## config.mk

```make
export PLATFORM = sky130hd
export DESIGN_NAME = software_timer_bank
export DESIGN_NICKNAME = d
export VERILOG_FILES = /design/src/rtl/stb_pkg.sv /design/src/rtl/stb_datapath.sv /design/src/rtl/stb_ctrl.sv /design/src/rtl/software_timer_bank.sv
export SDC_FILE = /design/constraint.sdc
export NUM_CORES = 1
export LEC_CHECK = 0
export BUFFER_PORTS_ARGS = -buffer_cell sky130_fd_sc_hd__buf_4
export CAP_MARGIN = 20
export CORE_MARGIN = 8
export CORE_UTILIZATION = 63
export CTS_CLUSTER_SIZE = 20
export DETAILED_ROUTE_END_ITERATION = 8
export GPL_TIMING_DRIVEN = 1
export HOLD_SLACK_MARGIN = 0.05
export PLACE_DENSITY = 0.8
export SLEW_MARGIN = 20
export SYNTH_ARGS = -nofsm -noshare
export SYNTH_HDL_FRONTEND = slang
export SYNTH_SLANG_ARGS = --single-unit
```

## constraint.sdc

```tcl
create_clock -name i_clk -period 4 [get_ports i_clk]
set_input_delay 0.8 -clock i_clk [delete_from_list [all_inputs] [get_ports i_clk]]
set_output_delay 0.8 -clock i_clk [all_outputs]
set_load 0.03 [all_outputs]
```

## src/rtl/stb_pkg.sv

```systemverilog
`default_nettype none

package stb_pkg;

    // number of timer slots and the width of a slot index
    localparam int SLOTS = 16;
    localparam int IDX_W = (SLOTS > 1) ? $clog2(SLOTS) : 1;
    localparam int LAST_SLOT = SLOTS - 1;

    // fixed field widths
    localparam int OP_W   = 3;
    localparam int ID_W   = 4;
    localparam int MS_W   = 15;
    localparam int TIME_W = 16;
    localparam int KIND_W = 2;
    localparam int MPT_W  = 8;

    // reset value of the per-tick step
    localparam logic [MPT_W-1:0] MPT_RESET = 8'd1;

    // command opcodes
    typedef enum logic [OP_W-1:0] {
        OP_TICK    = 3'd0,
        OP_ALLOC   = 3'd1,
        OP_FREE    = 3'd2,
        OP_SET     = 3'd3,
        OP_STOP    = 3'd4,
        OP_RESTART = 3'd5
    } t_opcode;

    // result kinds
    localparam logic [KIND_W-1:0] EV_ANSWER  = 2'd0;
    localparam logic [KIND_W-1:0] EV_EXPIRED = 2'd1;
    localparam logic [KIND_W-1:0] EV_CLOSE   = 2'd2;

    // datapath commands issued by the controller
    typedef enum logic [3:0] {
        DP_NONE,
        DP_FREE,
        DP_SET,
        DP_STOP,
        DP_BAD,
        DP_RST_RD,
        DP_RST_WR,
        DP_ALLOC_START,
        DP_ALLOC_STEP,
        DP_TICK_START,
        DP_TICK_STEP,
        DP_TICK_CLOSE
    } t_dp_op;

    // datapath status seen by the controller
    typedef struct packed {
        logic idx_last;
        logic cur_free;
    } t_dp_status;

endpackage

`default_nettype wire

```

## src/rtl/stb_datapath.sv

```systemverilog
`default_nettype none

module stb_datapath (
    input  wire logic                        i_clk,
    input  wire logic                        i_rst_n,
    input  wire stb_pkg::t_dp_op             i_op,
    input  wire logic [stb_pkg::ID_W-1:0]    i_timer_id,
    input  wire logic [stb_pkg::MS_W-1:0]    i_ms_value,
    input  wire logic                        i_cfg_we,
    input  wire logic [stb_pkg::MPT_W-1:0]   i_cfg_data,
    output stb_pkg::t_dp_status              o_status,
    output logic                             o_strobe,
    output logic [stb_pkg::KIND_W-1:0]       o_event_kind,
    output logic                             o_ok,
    output logic [stb_pkg::ID_W-1:0]         o_slot,
    output logic                             o_last
);

    // slot flags, cleared at reset
    logic [stb_pkg::SLOTS-1:0] r_alloc;
    logic [stb_pkg::SLOTS-1:0] r_run;

    // per-slot time left and timeout, written before any use
    logic [stb_pkg::TIME_W-1:0] r_time_mem   [stb_pkg::SLOTS];
    logic [stb_pkg::MS_W-1:0]   r_reload_mem [stb_pkg::SLOTS];
    logic [stb_pkg::TIME_W-1:0] r_time_rd;
    logic [stb_pkg::MS_W-1:0]   r_reload_rd;

    logic [stb_pkg::IDX_W-1:0]  r_idx;
    logic [stb_pkg::ID_W-1:0]   r_id;
    logic [stb_pkg::MS_W-1:0]   r_ms;
    logic                       r_valid;
    logic [stb_pkg::MPT_W-1:0]  r_mpt;

    logic                       id_in_range;
    logic [stb_pkg::IDX_W-1:0]  id_idx;
    logic                       id_ok;
    logic [stb_pkg::IDX_W-1:0]  held_idx;
    logic                       idx_last;
    logic                       cur_live;
    logic [stb_pkg::TIME_W:0]   n_diff;

    logic                       n_rd_en;
    logic [stb_pkg::IDX_W-1:0]  n_rd_addr;
    logic                       n_wr_time;
    logic                       n_wr_reload;
    logic [stb_pkg::IDX_W-1:0]  n_wr_addr;
    logic [stb_pkg::TIME_W-1:0] n_time;
    logic [stb_pkg::MS_W-1:0]   n_reload;

    // addressed slot decode
    assign id_in_range = 32'(i_timer_id) < stb_pkg::SLOTS;
    assign id_idx      = stb_pkg::IDX_W'(i_timer_id);
    assign id_ok       = id_in_range && r_alloc[id_idx];
    assign held_idx    = stb_pkg::IDX_W'(r_id);

    // sweep position
    assign idx_last = (32'(r_idx) == stb_pkg::LAST_SLOT);
    assign cur_live = r_alloc[r_idx] && r_run[r_idx];
    assign n_diff   = {r_time_rd[stb_pkg::TIME_W-1], r_time_rd}
                    - {{(stb_pkg::TIME_W + 1 - stb_pkg::MPT_W){1'b0}}, r_mpt};

    assign o_status.idx_last = idx_last;
    assign o_status.cur_free = !r_alloc[r_idx];

    // memory port selection
    always_comb begin
        n_rd_en     = 1'b0;
        n_rd_addr   = id_idx;
        n_wr_time   = 1'b0;
        n_wr_reload = 1'b0;
        n_wr_addr   = r_idx;
        n_time      = '0;
        n_reload    = r_ms;
        unique case (i_op)
            stb_pkg::DP_SET: begin
                n_wr_time   = id_ok;
                n_wr_reload = id_ok;
                n_wr_addr   = id_idx;
                n_time      = {1'b0, i_ms_value};
                n_reload    = i_ms_value;
            end
            stb_pkg::DP_RST_RD: begin
                n_rd_en   = id_in_range;
                n_rd_addr = id_idx;
            end
            stb_pkg::DP_RST_WR: begin
                n_wr_time = r_valid;
                n_wr_addr = held_idx;
                n_time    = {1'b0, r_reload_rd};
            end
            stb_pkg::DP_ALLOC_STEP: begin
                n_wr_time   = !r_alloc[r_idx];
                n_wr_reload = !r_alloc[r_idx];
            end
            stb_pkg::DP_TICK_START: begin
                n_rd_en   = 1'b1;
                n_rd_addr = '0;
            end
            stb_pkg::DP_TICK_STEP: begin
                n_rd_en   = !idx_last;
                n_rd_addr = r_idx + 1'b1;
                n_wr_time = cur_live;
                n_time    = n_diff[stb_pkg::TIME_W-1:0];
            end
            default: begin
            end
        endcase
    end

    // slot memories
    always_ff @(posedge i_clk) begin
        if (n_wr_time) begin
            r_time_mem[n_wr_addr] <= n_time;
        end
        if (n_wr_reload) begin
            r_reload_mem[n_wr_addr] <= n_reload;
        end
        if (n_rd_en) begin
            r_time_rd   <= r_time_mem[n_rd_addr];
            r_reload_rd <= r_reload_mem[n_rd_addr];
        end
    end

    // latched command fields and sweep index
    always_ff @(posedge i_clk) begin
        unique case (i_op)
            stb_pkg::DP_RST_RD: begin
                r_id    <= i_timer_id;
                r_valid <= id_ok;
            end
            stb_pkg::DP_ALLOC_START, stb_pkg::DP_TICK_START: begin
                r_idx <= '0;
                r_ms  <= i_ms_value;
            end
            stb_pkg::DP_ALLOC_STEP, stb_pkg::DP_TICK_STEP: begin
                r_idx <= r_idx + 1'b1;
            end
            default: begin
            end
        endcase
    end

    // slot flags and per-tick step
    always_ff @(posedge i_clk) begin
        if (!i_rst_n) begin
            r_alloc <= '0;
            r_run   <= '0;
            r_mpt   <= stb_pkg::MPT_RESET;
        end else begin
            if (i_cfg_we) begin
                r_mpt <= i_cfg_data;
            end
            unique case (i_op)
                stb_pkg::DP_FREE: begin
                    if (id_ok) begin
                        r_alloc[id_idx] <= 1'b0;
                        r_run[id_idx]   <= 1'b0;
                    end
                end
                stb_pkg::DP_SET: begin
                    if (id_ok) begin
                        r_run[id_idx] <= 1'b1;
                    end
                end
                stb_pkg::DP_STOP: begin
                    if (id_ok) begin
                        r_run[id_idx] <= 1'b0;
                    end
                end
                stb_pkg::DP_RST_WR: begin
                    if (r_valid) begin
                        r_run[held_idx] <= 1'b1;
                    end
                end
                stb_pkg::DP_ALLOC_STEP: begin
                    if (!r_alloc[r_idx]) begin
                        r_alloc[r_idx] <= 1'b1;
                        r_run[r_idx]   <= 1'b0;
                    end
                end
                stb_pkg::DP_TICK_STEP: begin
                    if (cur_live && n_diff[stb_pkg::TIME_W]) begin
                        r_run[r_idx] <= 1'b0;
                    end
                end
                default: begin
                end
            endcase
        end
    end

    // result strobe
    always_ff @(posedge i_clk) begin
        if (!i_rst_n) begin
            o_strobe <= 1'b0;
        end else begin
            unique case (i_op)
                stb_pkg::DP_FREE, stb_pkg::DP_SET, stb_pkg::DP_STOP, stb_pkg::DP_BAD,
                stb_pkg::DP_RST_WR, stb_pkg::DP_TICK_CLOSE: begin
                    o_strobe <= 1'b1;
                end
                stb_pkg::DP_ALLOC_STEP: begin
                    o_strobe <= !r_alloc[r_idx] || idx_last;
                end
                stb_pkg::DP_TICK_STEP: begin
                    o_strobe <= cur_live && n_diff[stb_pkg::TIME_W];
                end
                default: begin
                    o_strobe <= 1'b0;
                end
            endcase
        end
    end

    // result payload
    always_ff @(posedge i_clk) begin
        unique case (i_op)
            stb_pkg::DP_FREE, stb_pkg::DP_SET, stb_pkg::DP_STOP, stb_pkg::DP_RST_RD: begin
                o_event_kind <= stb_pkg::EV_ANSWER;
                o_ok         <= id_ok;
                o_slot       <= i_timer_id;
                o_last       <= 1'b1;
            end
            stb_pkg::DP_BAD: begin
                o_event_kind <= stb_pkg::EV_ANSWER;
                o_ok         <= 1'b0;
                o_slot       <= i_timer_id;
                o_last       <= 1'b1;
            end
            stb_pkg::DP_ALLOC_STEP: begin
                o_event_kind <= stb_pkg::EV_ANSWER;
                o_ok         <= !r_alloc[r_idx];
                o_slot       <= r_alloc[r_idx] ? '0 : stb_pkg::ID_W'(r_idx);
                o_last       <= 1'b1;
            end
            stb_pkg::DP_TICK_STEP: begin
                o_event_kind <= stb_pkg::EV_EXPIRED;
                o_ok         <= 1'b1;
                o_slot       <= stb_pkg::ID_W'(r_idx);
                o_last       <= 1'b0;
            end
            stb_pkg::DP_TICK_CLOSE: begin
                o_event_kind <= stb_pkg::EV_CLOSE;
                o_ok         <= 1'b1;
                o_slot       <= '0;
                o_last       <= 1'b1;
            end
            default: begin
            end
        endcase
    end

endmodule

`default_nettype wire

```

## src/rtl/stb_ctrl.sv

```systemverilog
`default_nettype none

module stb_ctrl (
    input  wire logic                      i_clk,
    input  wire logic                      i_rst_n,
    input  wire logic                      i_start,
    input  wire logic [stb_pkg::OP_W-1:0]  i_opcode,
    input  wire stb_pkg::t_dp_status       i_status,
    output stb_pkg::t_dp_op                o_op,
    output logic                           o_busy
);

    typedef enum logic [2:0] {
        S_IDLE,
        S_ALLOC,
        S_RESTART,
        S_TICK,
        S_TICK_END
    } t_state;

    t_state r_state;
    t_state n_state;

    assign o_busy = (r_state != S_IDLE);

    // command decode and sequencing
    always_comb begin
        n_state = r_state;
        o_op    = stb_pkg::DP_NONE;
        unique case (r_state)
            S_IDLE: begin
                if (i_start) begin
                    unique case (stb_pkg::t_opcode'(i_opcode))
                        stb_pkg::OP_TICK: begin
                            o_op    = stb_pkg::DP_TICK_START;
                            n_state = S_TICK;
                        end
                        stb_pkg::OP_ALLOC: begin
                            o_op    = stb_pkg::DP_ALLOC_START;
                            n_state = S_ALLOC;
                        end
                        stb_pkg::OP_FREE: o_op = stb_pkg::DP_FREE;
                        stb_pkg::OP_SET:  o_op = stb_pkg::DP_SET;
                        stb_pkg::OP_STOP: o_op = stb_pkg::DP_STOP;
                        stb_pkg::OP_RESTART: begin
                            o_op    = stb_pkg::DP_RST_RD;
                            n_state = S_RESTART;
                        end
                        default: o_op = stb_pkg::DP_BAD;
                    endcase
                end
            end
            S_ALLOC: begin
                o_op = stb_pkg::DP_ALLOC_STEP;
                if (i_status.cur_free || i_status.idx_last) begin
                    n_state = S_IDLE;
                end
            end
            S_RESTART: begin
                o_op    = stb_pkg::DP_RST_WR;
                n_state = S_IDLE;
            end
            S_TICK: begin
                o_op = stb_pkg::DP_TICK_STEP;
                if (i_status.idx_last) begin
                    n_state = S_TICK_END;
                end
            end
            S_TICK_END: begin
                o_op    = stb_pkg::DP_TICK_CLOSE;
                n_state = S_IDLE;
            end
            default: begin
                n_state = S_IDLE;
            end
        endcase
    end

    // state register
    always_ff @(posedge i_clk) begin
        if (!i_rst_n) begin
            r_state <= S_IDLE;
        end else begin
            r_state <= n_state;
        end
    end

endmodule

`default_nettype wire

```

## src/rtl/software_timer_bank.sv

```systemverilog
// software_timer_bank: bank of one-shot countdown timers, one command per item.
// free, set, stop and bad opcodes: answer in the cycle after the accept, next item the cycle after.
// restart: one read of the timeout memory, then one write.
// alloc: one cycle per slot visited by the in-order search, plus a start step.
// tick: one cycle per slot through the time-left memory, results leave as they form.
// reset: all slots free and stopped, ms_per_tick back to 1; no clearing pass.
`default_nettype none

module software_timer_bank (
    input  wire logic                        i_clk,
    input  wire logic                        i_rst_n,
    input  wire logic                        start,
    output logic                             busy,
    input  wire logic [stb_pkg::OP_W-1:0]    i_opcode,
    input  wire logic [stb_pkg::ID_W-1:0]    i_timer_id,
    input  wire logic [stb_pkg::MS_W-1:0]    i_ms_value,
    input  wire logic                        i_cfg_valid,
    output logic                             o_cfg_ready,
    input  wire logic [stb_pkg::MPT_W-1:0]   i_cfg_data,
    output logic                             o_strobe,
    output logic [stb_pkg::KIND_W-1:0]       o_event_kind,
    output logic                             o_ok,
    output logic [stb_pkg::ID_W-1:0]         o_slot,
    output logic                             o_last
);

    stb_pkg::t_dp_op     dp_op;
    stb_pkg::t_dp_status dp_status;
    logic                cfg_we;

    // register writes only between items
    assign o_cfg_ready = !busy;
    assign cfg_we      = i_cfg_valid && o_cfg_ready;

    // sequencer
    stb_ctrl u_ctrl (
        .i_clk    (i_clk),
        .i_rst_n  (i_rst_n),
        .i_start  (start),
        .i_opcode (i_opcode),
        .i_status (dp_status),
        .o_op     (dp_op),
        .o_busy   (busy)
    );

    // slot storage and result registers
    stb_datapath u_datapath (
        .i_clk        (i_clk),
        .i_rst_n      (i_rst_n),
        .i_op         (dp_op),
        .i_timer_id   (i_timer_id),
        .i_ms_value   (i_ms_value),
        .i_cfg_we     (cfg_we),
        .i_cfg_data   (i_cfg_data),
        .o_status     (dp_status),
        .o_strobe     (o_strobe),
        .o_event_kind (o_event_kind),
        .o_ok         (o_ok),
        .o_slot       (o_slot),
        .o_last       (o_last)
    );

endmodule

`default_nettype wire

```

* Yosys cells after proc, flatten, opt, wreduce, memory -nomap -nowiden *
Memories as Yosys holds them, arrays and structs flattened. A register that Yosys moved wholly into a read port is not among the register bits.
Index checks and enable logic that the tools add are counted.

storage, ports and cells
  bits in latches = 0
  output and inout port bits = 11
  input bits = 34
  bits in read-only memories = 0
  memories = 2
  memory bits (writable) = 496
  register bits after elaboration = 76

memories
  name                     words  bits a word  read ports  clocked after memory_dff  wr ports  line                source
  u_datapath.r_time_mem    16     16           1           1                         1         stb_datapath.sv:24  logic [stb_pkg::TIME_W-1:0] r_time_mem [stb_pkg::SLOTS];
  u_datapath.r_reload_mem  16     15           1           1                         1         stb_datapath.sv:25  logic [stb_pkg::MS_W-1:0] r_reload_mem [stb_pkg::SLOTS];

operators by class
  reduce and logical (&&, ||, !) cells = 33
  $lt $le $gt $ge = 6
  multipliers = 0
  eq/ne operators = 31
  bitwise gates (word level) = 8
  shift-type cells = 0
  divide/modulo/power cells = 0
  add/subtract/negate cells = 2
  multiplexer cells = 47

operators by type and width
  operator              count
  $mux W16              7
  $pmux W16 S5          1
  $and A16 B16 Y16      3
  $or A16 B16 Y16       3
  $pmux W16 S3          1
  $not A16 Y16          2
  $pmux W16 S2          1
  $pmux W4 S2           3
  $pmux W4 S6           1
  $eq A4 B4 Y1 const B  5
  $pmux W4 S5           1
  $pmux W3 S3           2
  $sub A16 B9 Y17       1
  $eq A4 B3 Y1 const B  4
  $pmux W4 S4           1
  $lt A4 B5 Y1 const B  3
  $mux W15              1
  $ne A2 B1 Y1 const B  7
  $bmux W1 S4           3
  $demux W1 S4          3
  $eq A3 B2 Y1 const B  4
  $ge A4 B1 Y1 const B  3
  $reduce_or A6 Y1      2
  $mux W1               10
  28 further kinds      55

* Depth between registers and ports, before layout *
Gate-level depths: netlist (run 1).

  depth in word-level cells = 8
  gate-level depth with buffers = 12
  mapped depth without buffers = 11

* By module *
From an unflattened synthesis (run 1), not the netlist that was laid out.

second synthesis, totals
  cell total of the unflattened synthesis = 1,478
  area, all modules = 25,189.2 µm²

modules (own cells, without submodules)
  module               sequential area each (µm²)  cells an instance  instances  area each (µm²)
  stb_datapath         17,606.9                    1,440              1          24,895.1
  stb_ctrl             60.1                        36                 1          284.0
  software_timer_bank  0.0                         2                  1          10.0

* Worst setup path before layout (run 1) *
Ideal clock, no wire load.

  path type = input -> register
  from = in i_opcode[0] in the netlist's numbering
  to = reg u_datapath.r_idx[0] in the netlist's numbering (enable)
  data arrival time = 3.266 ns
  buffers on the path = 1
  cell stages on the path = 7
  setup slack = 0.423 ns
  data required time = 3.688 ns
  cell sequence = clkbuf_1 mux2_2 a21oi_1 nor3_1 nand2_1 o21ai_0 nand2b_1

on the way
  word-level cells in the longest chain between the ends = 7

ends and longest elaborated chain
  item                                                 line                       source
  start, declared                                      software_timer_bank.sv:14  input wire logic [stb_pkg::OP_W-1:0] i_opcode,
  $eq A3 B3 Y1 (tied with other cells)                 stb_ctrl.sv:33             unique case (stb_pkg::t_opcode'(i_opcode))
  $pmux W4 S6 *                                        stb_ctrl.sv:33
  $mux W4 *                                            stb_ctrl.sv:32             if (i_start) begin
  $pmux W4 S5 *                                        stb_ctrl.sv:30             unique case (r_state)
  $eq A4 B4 Y1 / $eq A4 B3 Y1 (equally long branches)  stb_datapath.sv:127        unique case (i_op)
  $reduce_or A2 Y1                                     stb_datapath.sv:127
  $reduce_bool A2 Y1 (no source line) *                -
  end signal, assigned                                 stb_datapath.sv:137        r_idx <= r_idx + 1'b1;
  end, declared                                        stb_datapath.sv:29         logic [stb_pkg::IDX_W-1:0] r_idx;

Mark *: on every way between the ends. The rest lies on a longest branch, timed or not.
A chain may end at the register's enable or synchronous reset.

* Worst setup path after layout (run 1) *
  from = reg u_datapath.r_idx[0] in the netlist's numbering
  to = reg u_datapath.r_reload_rd[0] in the netlist's numbering, read port of u_datapath.r_reload_mem (data pin)

on the way
  word-level cells in the longest chain between the ends = 3

ends and longest elaborated chain
  item                                                                   line                source
  parallel branches: the longest is 3 deep, another holds $add A4 B1 Y4  -
  end, declared                                                          stb_datapath.sv:27  logic [stb_pkg::MS_W-1:0] r_reload_rd;

Parallel ways; which one is timed is not known.

==> flow_metrics.py, run 1 <==
metrics = {
    "global_routing": {
        "grt_util_met1": 0.383,
        "grt_busiest_layer": "met2",
        "antenna_found_initial": 1,
        "grtUsageTotal": 0.293,
        "grt.met3_usage": 0.0621,
        "use_met2": 0.456,
        "grt_pass1_vias": 17975,
        "grt_pass1_wl_microns": 106000,
        "overflow": 0,
        "grt_max_degree": 81,
    },
    "worst_setup_path": {
        "crit_top_cell": "a311oi_1",
        "crit_arrival_ns": 3.96,
        "worst_setup_path_start_kind": "flip-flop",
        "rr_startpoint": "u_datapath.r_idx[0]",
        "slowest_stage": "edfxtp_1",
        "path_delay_family": "simple AND/OR/NAND/NOR gates",
        "slowest_delay_ns": 0.68,
        "startpoint": "u_datapath.r_idx[0]",
        "path_buf_inv": 2,
        "crit_path_end_kind": "flip-flop",
        "crit_type": "reg -> reg",
        "worstPathRequired_ns": 4.34,
        "path_max_fanout": 77,
        "cp_cell_sequence": "inv_1, ha_1, nand2_1, nand2_8, buf_12, a211oi_1, a311oi_1, a311oi_1, a31oi_1",
    },
    "cells_and_area": {
        "finalNetCount": 2230,
        "area_growth_pct": 12.2,
        "fillers": 2579,
        "antennaDiodeCount": 0,
        "drive_above_1_share": 0.125,
        "multi_input_area_sq_um": 7570,
        "regArea_sq_um": 17700,
    },
    "floorplanning": {
        "std_cell_rows": 74,
        "die_w_microns": 219,
        "fp.dieH_microns": 219,
        "io_pins": 45,
        "initial_core_util": 0.637,
        "core_area_sq_um": 40700,
        "die-area_sq_um": 47900,
    },
    "sta": {
        "setup_viol": 0,
        "setup_tns_ns": 0,
        "slew_viol_final": 0,
        "timing.hold.ws_ns": 0.375,
        "rsz0062_at_grt": "false",
        "hold_viol_final": 0,
        "worst_pin_slew_ns": 0.887,
        "fin_crit_ns": 3.62,
        "max_freq_ghz": 0.276,
        "period_share": 0.905,
        "fin_worst_skew_ns": 0.0245,
        "max-slew-margin-rel": 0.408,
    },
    "placed_design": {
        "numPortBuffers": 44,
        "finalWeightedCongestion": 0.973,
        "dp_hpwl_microns": 42100,
    },
    "clock_tree": {
        "post_cts_buffers": 0,
        "cts_inserted_buffers": 57,
        "clock_sinks": 603,
        "clk_pin_slew_ns": 0.07,
        "hold_buffers": 0,
        "post_cts_resized": 0,
        "cts_max_path_buffers": 3,
        "cts_tree": "built",
        "worst_skew_pair.late_latency_ns": 0.62,
        "htreeDepth": 2,
        "root_buffer": "clkbuf_16",
    },
    "synthesis": {
        "synthArstFlopShare": 0,
        "yosysSeqAreaShare": 0.681,
        "syn_avg_cell_area_sq_um": 12.1,
        "synth_ff_type": "edfxtp_1",
        "ys_seq_elements": 603,
        "synth.distinct_cells": 70,
        "syn_inst": 2138,
        "yosysWarnings": 0,
        "synth_edf_count": 559,
        "syn-cell-area_sq_um": 25900,
        "syn-num-nets": 2185,
    },
    "power_and_ir_drop": {
        "finalPower_mw": 14.7,
        "ir_drop_v": 0.000498,
        "power.density_nw_per_um2": 505,
        "total_leakage_power_nw": 10.2,
    },
    "route": {
        "vias": 18623,
        "wire_per_inst_microns": 25.8,
        "via_per_inst": 6.74,
        "drt_iter0_drc": 2796,
        "first_pass_iters": 7,
        "drc": 0,
        "drt_wl_total_microns": 71200,
        "antenna_left": 0,
    },
    "worst_hold_path": {
        "hold_path_class": "in -> reg",
        "min_from": "i_ms_value[10]",
    },
    "status": {
        "status": "complete, no violations",
    },
    "job": {
        "max_cap_violations": 0,
    },
}
-- logic make-up (layout without fill, tap and decap cells) --
| group | after synthesis | in the layout | share of synthesized area |
|---|---|---|---|
| multiplexers | 17 | 17 | 0.0124 |
| buffers and inverters | 172 | 266 | 0.0309 |
| AND/OR/NAND/NOR | 989 | 989 | 0.168 |
| flip-flops | 603 | 603 | 0.681 |
| AO/OA/AOI/OAI | 334 | 334 | 0.0980 |
| adder cells (fa/ha/maj) | 13 | 13 | 0.00656 |
| XOR/XNOR | 10 | 10 | 0.00338 |
-- Yosys cell counts, types with 20 or more instances --
master / number / area (sq um)
nor2_1: 81 / 304
and3_1: 65 / 407
edfxtp_1: 559 / 16800
a31oi_1: 48 / 300
a21oi_1: 30 / 150
clkbuf_1: 85 / 319
a311oi_1: 62 / 543
nand2_1: 574 / 2150
o21ai_0: 25 / 125
a211oi_1: 44 / 330
buf_4: 27 / 203
dfxtp_1: 44 / 881
nand3_1: 174 / 871
a311o_1: 31 / 310
a22oi_1: 30 / 225
buf_2: 32 / 160
inv_1: 20 / 75.1
-- sequential cells by signal, summed over array words and instances (netlist names), 8 cells and up --
register and count:
u_datapath.r_alloc 16, u_datapath.r_mpt 8, u_datapath.r_ms 15, u_datapath.r_reload_mem 240
u_datapath.r_reload_rd 15, u_datapath.r_run 16, u_datapath.r_time_mem 256, u_datapath.r_time_rd 16
-- through the flow --
stage	std cells	util	setup WS, ns	instance area (sq um)
after floorplan	2138	-	0.423	25900
after global placement	2655	0.667	0.499	27200
after detailed placement	2655	0.667	0.432	27200
after CTS	2763	0.714	0.500	29100
after global routing	2764	0.714	0.306	29100
final	2764	0.714	0.379	29100
-- path summary, 6_finish.rpt --
check / slack (ns) / depth (start not counted) / to
max reg2reg: 0.38 / 9 / u_datapath.r_reload_rd[0]
min: 0.37 / 1 / u_datapath.r_ms[10]
min reg2reg: 0.46 / 2 / u_datapath.r_mpt[1]
max: 0.38 / 9 / u_datapath.r_reload_rd[0]
-- where the power goes --
group	internal [mW]	switching, mW	total (mW)
clock	3.23	2.33	5.56
sequential	7.15	0.104	7.26
combinational	0.567	1.30	1.87
-- layout make-up --
class,instances,area share
inverter,20,0.00258
sequential,603,0.607
clock inverter,44,0.0156
multi-input combinational,1363,0.260
tap,532,0.0229
clock buffer,64,0.0507
timing repair buffer,138,0.0408
-- routing by layer --
layer,share of wire,up-vias
met1,0.36,8908
met3,0.12,273
met4,0.058,2
met2,0.46,1360
li1,-,8080
met5,0.00022,-
-- placed cells by master (no fill, tap or decap), types with 18 or more instances in the layout --
master     instances
a211oi_1          44
a21oi_1           30
a22oi_1           30
a311o_1           31
a311oi_1          62
a31oi_1           48
and3_1            65
buf_4            125
clkbuf_16         58
clkinv_1          19
dfxtp_1           44
edfxtp_1         559
inv_1             20
nand2_1          574
nand2b_1          18
nand3_1          174
nor2_1            56
nor2_2            25
o21ai_0           24
Power figures use the tool's default switching activity.
==> run 2, diff against run 1 <==
Settings changed: ABC_AREA set to 1.
==> run 2 against run 1 <==
Compared with the run above:
- register-to-register slack improved by 0.18 ns
- die area is 4.5% higher
- non-clock buffer count shrank 23
- sequential cell count did not move
- synthesized area grew 4.9%
==> flow_metrics.py, run 2 <==
metrics = {
    "sta": {
        "rsz0062_at_grt": "false",
        "setup_viol": 0,
        "setup_tns_ns": 0,
        "max_freq_ghz": 0.290,
        "period_share": 0.861,
        "worst_pin_slew_ns": 1.04,
        "fin_crit_ns": 3.44,
        "slew_viol_final": 0,
        "hold_viol_final": 0,
        "fin_worst_skew_ns": 0.0220,
        "max-slew-margin-rel": 0.304,
    },
    "worst_setup_path": {
        "crit_path_end_kind": "flip-flop",
        "worst_setup_path_start_kind": "flip-flop",
        "crit_arrival_ns": 3.81,
        "crit_type": "reg -> reg",
        "worstPathRequired_ns": 4.36,
        "path_max_fanout": 20,
        "rr_worst_depth": 8,
        "rrSetupSlack_ns": 0.56,
        "r2r_end": "u_datapath.r_time_mem[12][13]",
        "rr_startpoint": "u_ctrl.r_state[2]",
    },
    "cells_and_area": {
        "regArea_sq_um": 17700,
        "reg.largest.list": "u_datapath.r_time_mem x256, u_datapath.r_reload_mem x240",
        "area_growth_pct": 11.4,
        "final_area_sq_um": 30300,
        "multi_input_area_sq_um": 7870,
        "layout_common_cells": "edfxtp_1 (559), nand2_1 (512), inv_1 (287), o211ai_1 (268), nand3_1 (214)",
        "top_register": "u_datapath.r_time_mem",
        "fillers": 2908,
        "largest_reg_flops": 256,
        "finalNetCount": 2630,
        "drive_above_1_share": 0.108,
        "final_common_cell": "edfxtp_1",
        "antennaDiodeCount": 0,
    },
    "route": {
        "drt_wl_total_microns": 71600,
        "antenna_left": 0,
        "wire_per_inst_microns": 22.3,
        "drc": 0,
        "drt_iter0_drc": 2890,
        "first_pass_iters": 5,
        "via_per_inst": 6.23,
        "vias": 20035,
    },
    "global_routing": {
        "overflow": 0,
        "grt_pass1_wl_microns": 110000,
        "grt_max_degree": 86,
        "grt_pass1_vias": 19081,
        "antenna_found_initial": 0,
        "grtUsageTotal": 0.283,
    },
    "clock_tree": {
        "cts_tree": "built",
        "clk_pin_slew_ns": 0.06,
        "cts_inserted_buffers": 59,
        "clock_sinks": 603,
        "worst_skew_pair.late_latency_ns": 0.64,
        "post_cts_buffers": 0,
        "htreeDepth": 2,
        "post_cts_resized": 0,
        "cts_max_path_buffers": 3,
        "root_buffer": "clkbuf_16",
        "hold_buffers": 0,
    },
    "synthesis": {
        "synth.distinct_cells": 42,
        "synth_area_leader_cell": "edfxtp_1",
        "netlist_top_cells_area": "edfxtp_1 (62%), o211ai_1 (7.4%), nand2_1 (7.1%)",
        "ys_seq_elements": 603,
        "synth_common_cells": "edfxtp_1 (559), nand2_1 (512), inv_1 (287), o211ai_1 (268), nand3_1 (214)",
        "syn_avg_cell_area_sq_um": 10.7,
        "yosysWarnings": 0,
        "synth_ff_type": "edfxtp_1",
        "synth_top_area_share": 0.617,
        "syn-num-nets": 2599,
        "synth_most_common_cell": "edfxtp_1",
        "synth_edf_count": 559,
        "synthArstFlopShare": 0,
        "syn_inst": 2552,
        "syn-cell-area_sq_um": 27200,
        "yosysSeqAreaShare": 0.649,
    },
    "worst_hold_path": {
        "holdPathEnd": "u_datapath.r_ms[10]",
        "hold_path_class": "in -> reg",
        "min_from": "i_ms_value[10]",
        "whs_path_depth": 1,
    },
    "placed_design": {
        "place_area_sq_um": 28400,
        "finalWeightedCongestion": 0.977,
        "numPortBuffers": 44,
        "dp_hpwl_microns": 45500,
    },
    "power_and_ir_drop": {
        "power.density_nw_per_um2": 479,
        "ir_drop_v": 0.000380,
        "total_leakage_power_nw": 11.3,
    },
    "job": {
        "max_cap_violations": 0,
    },
    "status": {
        "status": "complete, no violations",
    },
    "floorplanning": {
        "fp.dieH_microns": 224,
        "die-area_sq_um": 50100,
        "std_cell_rows": 76,
        "core_area_sq_um": 42900,
        "initial_core_util": 0.635,
        "io_pins": 45,
        "die_w_microns": 224,
    },
}
## run 2: changes by cell type in the layout (fill, tap and decap cells not counted), moves of 65 or more
cell,delta
inv_1,+267
o211ai_1,+257
o21ai_0,+113
nor2_1,+71
a21oi_1,+66
and3_1,-65
## run 2: per-layer routing
layer / track usage / vias up / share of wire
li1: - / 9078 / -
met4: 0.116 / 0 / 0.035
met2: 0.450 / 1171 / 0.47
met1: 0.386 / 9608 / 0.39
met3: 0.0514 / 178 / 0.11
met5: 0 / - / 0
## run 2: how the worst max path moves through the flow
stage | endpoint | slack (ns) | depth (start not counted) | from
after detailed placement | u_datapath.r_time_mem[12][5] | 0.58 | 13 | i_timer_id[1]
after floorplan | u_datapath.r_time_mem[11][0] | 0.86 | 15 | i_opcode[0]
after CTS | u_datapath.r_time_mem[12][13] | 0.64 | 8 | u_ctrl.r_state[2]
final | u_datapath.r_time_mem[12][13] | 0.56 | 8 | u_ctrl.r_state[2]
after global routing | u_datapath.r_time_mem[13][10] | 0.47 | 8 | u_ctrl.r_state[2]
after global placement | u_datapath.r_time_mem[10][2] | 0.67 | 14 | i_timer_id[1]
## run 2: cells by family after synthesis
family | count (synthesis) | synth area share
AOI/OAI and AO/OA | 542 | 0.128
xor gates and xnor gates | 3 | 0.000966
adders and majority gates | 13 | 0.00625
buffers and inverters | 445 | 0.0657
DFF | 603 | 0.649
and+or+nand+nor | 946 | 0.150
## run 2: where the power goes
part           switching [mW]  leakage, nW  internal, mW
Clock                    2.34        0.928          3.13
Combinational            1.34         4.90         0.466
Sequential             0.0688         5.50          7.17
Total                    3.75         11.3          10.8
## run 2: layout make-up
type	instances	area share
sequential	603	0.583
timing repair buffer	115	0.0330
inverter	300	0.0372
clock buffer	70	0.0508
clock inverter	39	0.0123
tap	585	0.0241
multi-input combinational	1504	0.260
## run 2: metrics by stage
stage	cells	worst slack (ns)	hold WS, ns	power (mW)	utilization
final	3216	0.557	0.370	14.5	0.707
after global placement	3105	0.669	0.453	9.07	0.662
after global routing	3216	0.470	0.352	14.9	0.707
after detailed placement	3106	0.578	0.459	9.13	0.662
after floorplan	2552	0.865	0.435	8.49	-
after CTS	3215	0.644	0.346	14.5	0.707
## run 2: critical path, stage by stage, from the launching register on
cell     delay [ns]
dfxtp_1        0.75
inv_2          0.13
nand3_1        0.29
inv_1          0.38
nand2_1        0.27
nand2_1        0.16
nor2_2         0.84
nor2_2         0.10
buf_4          0.26
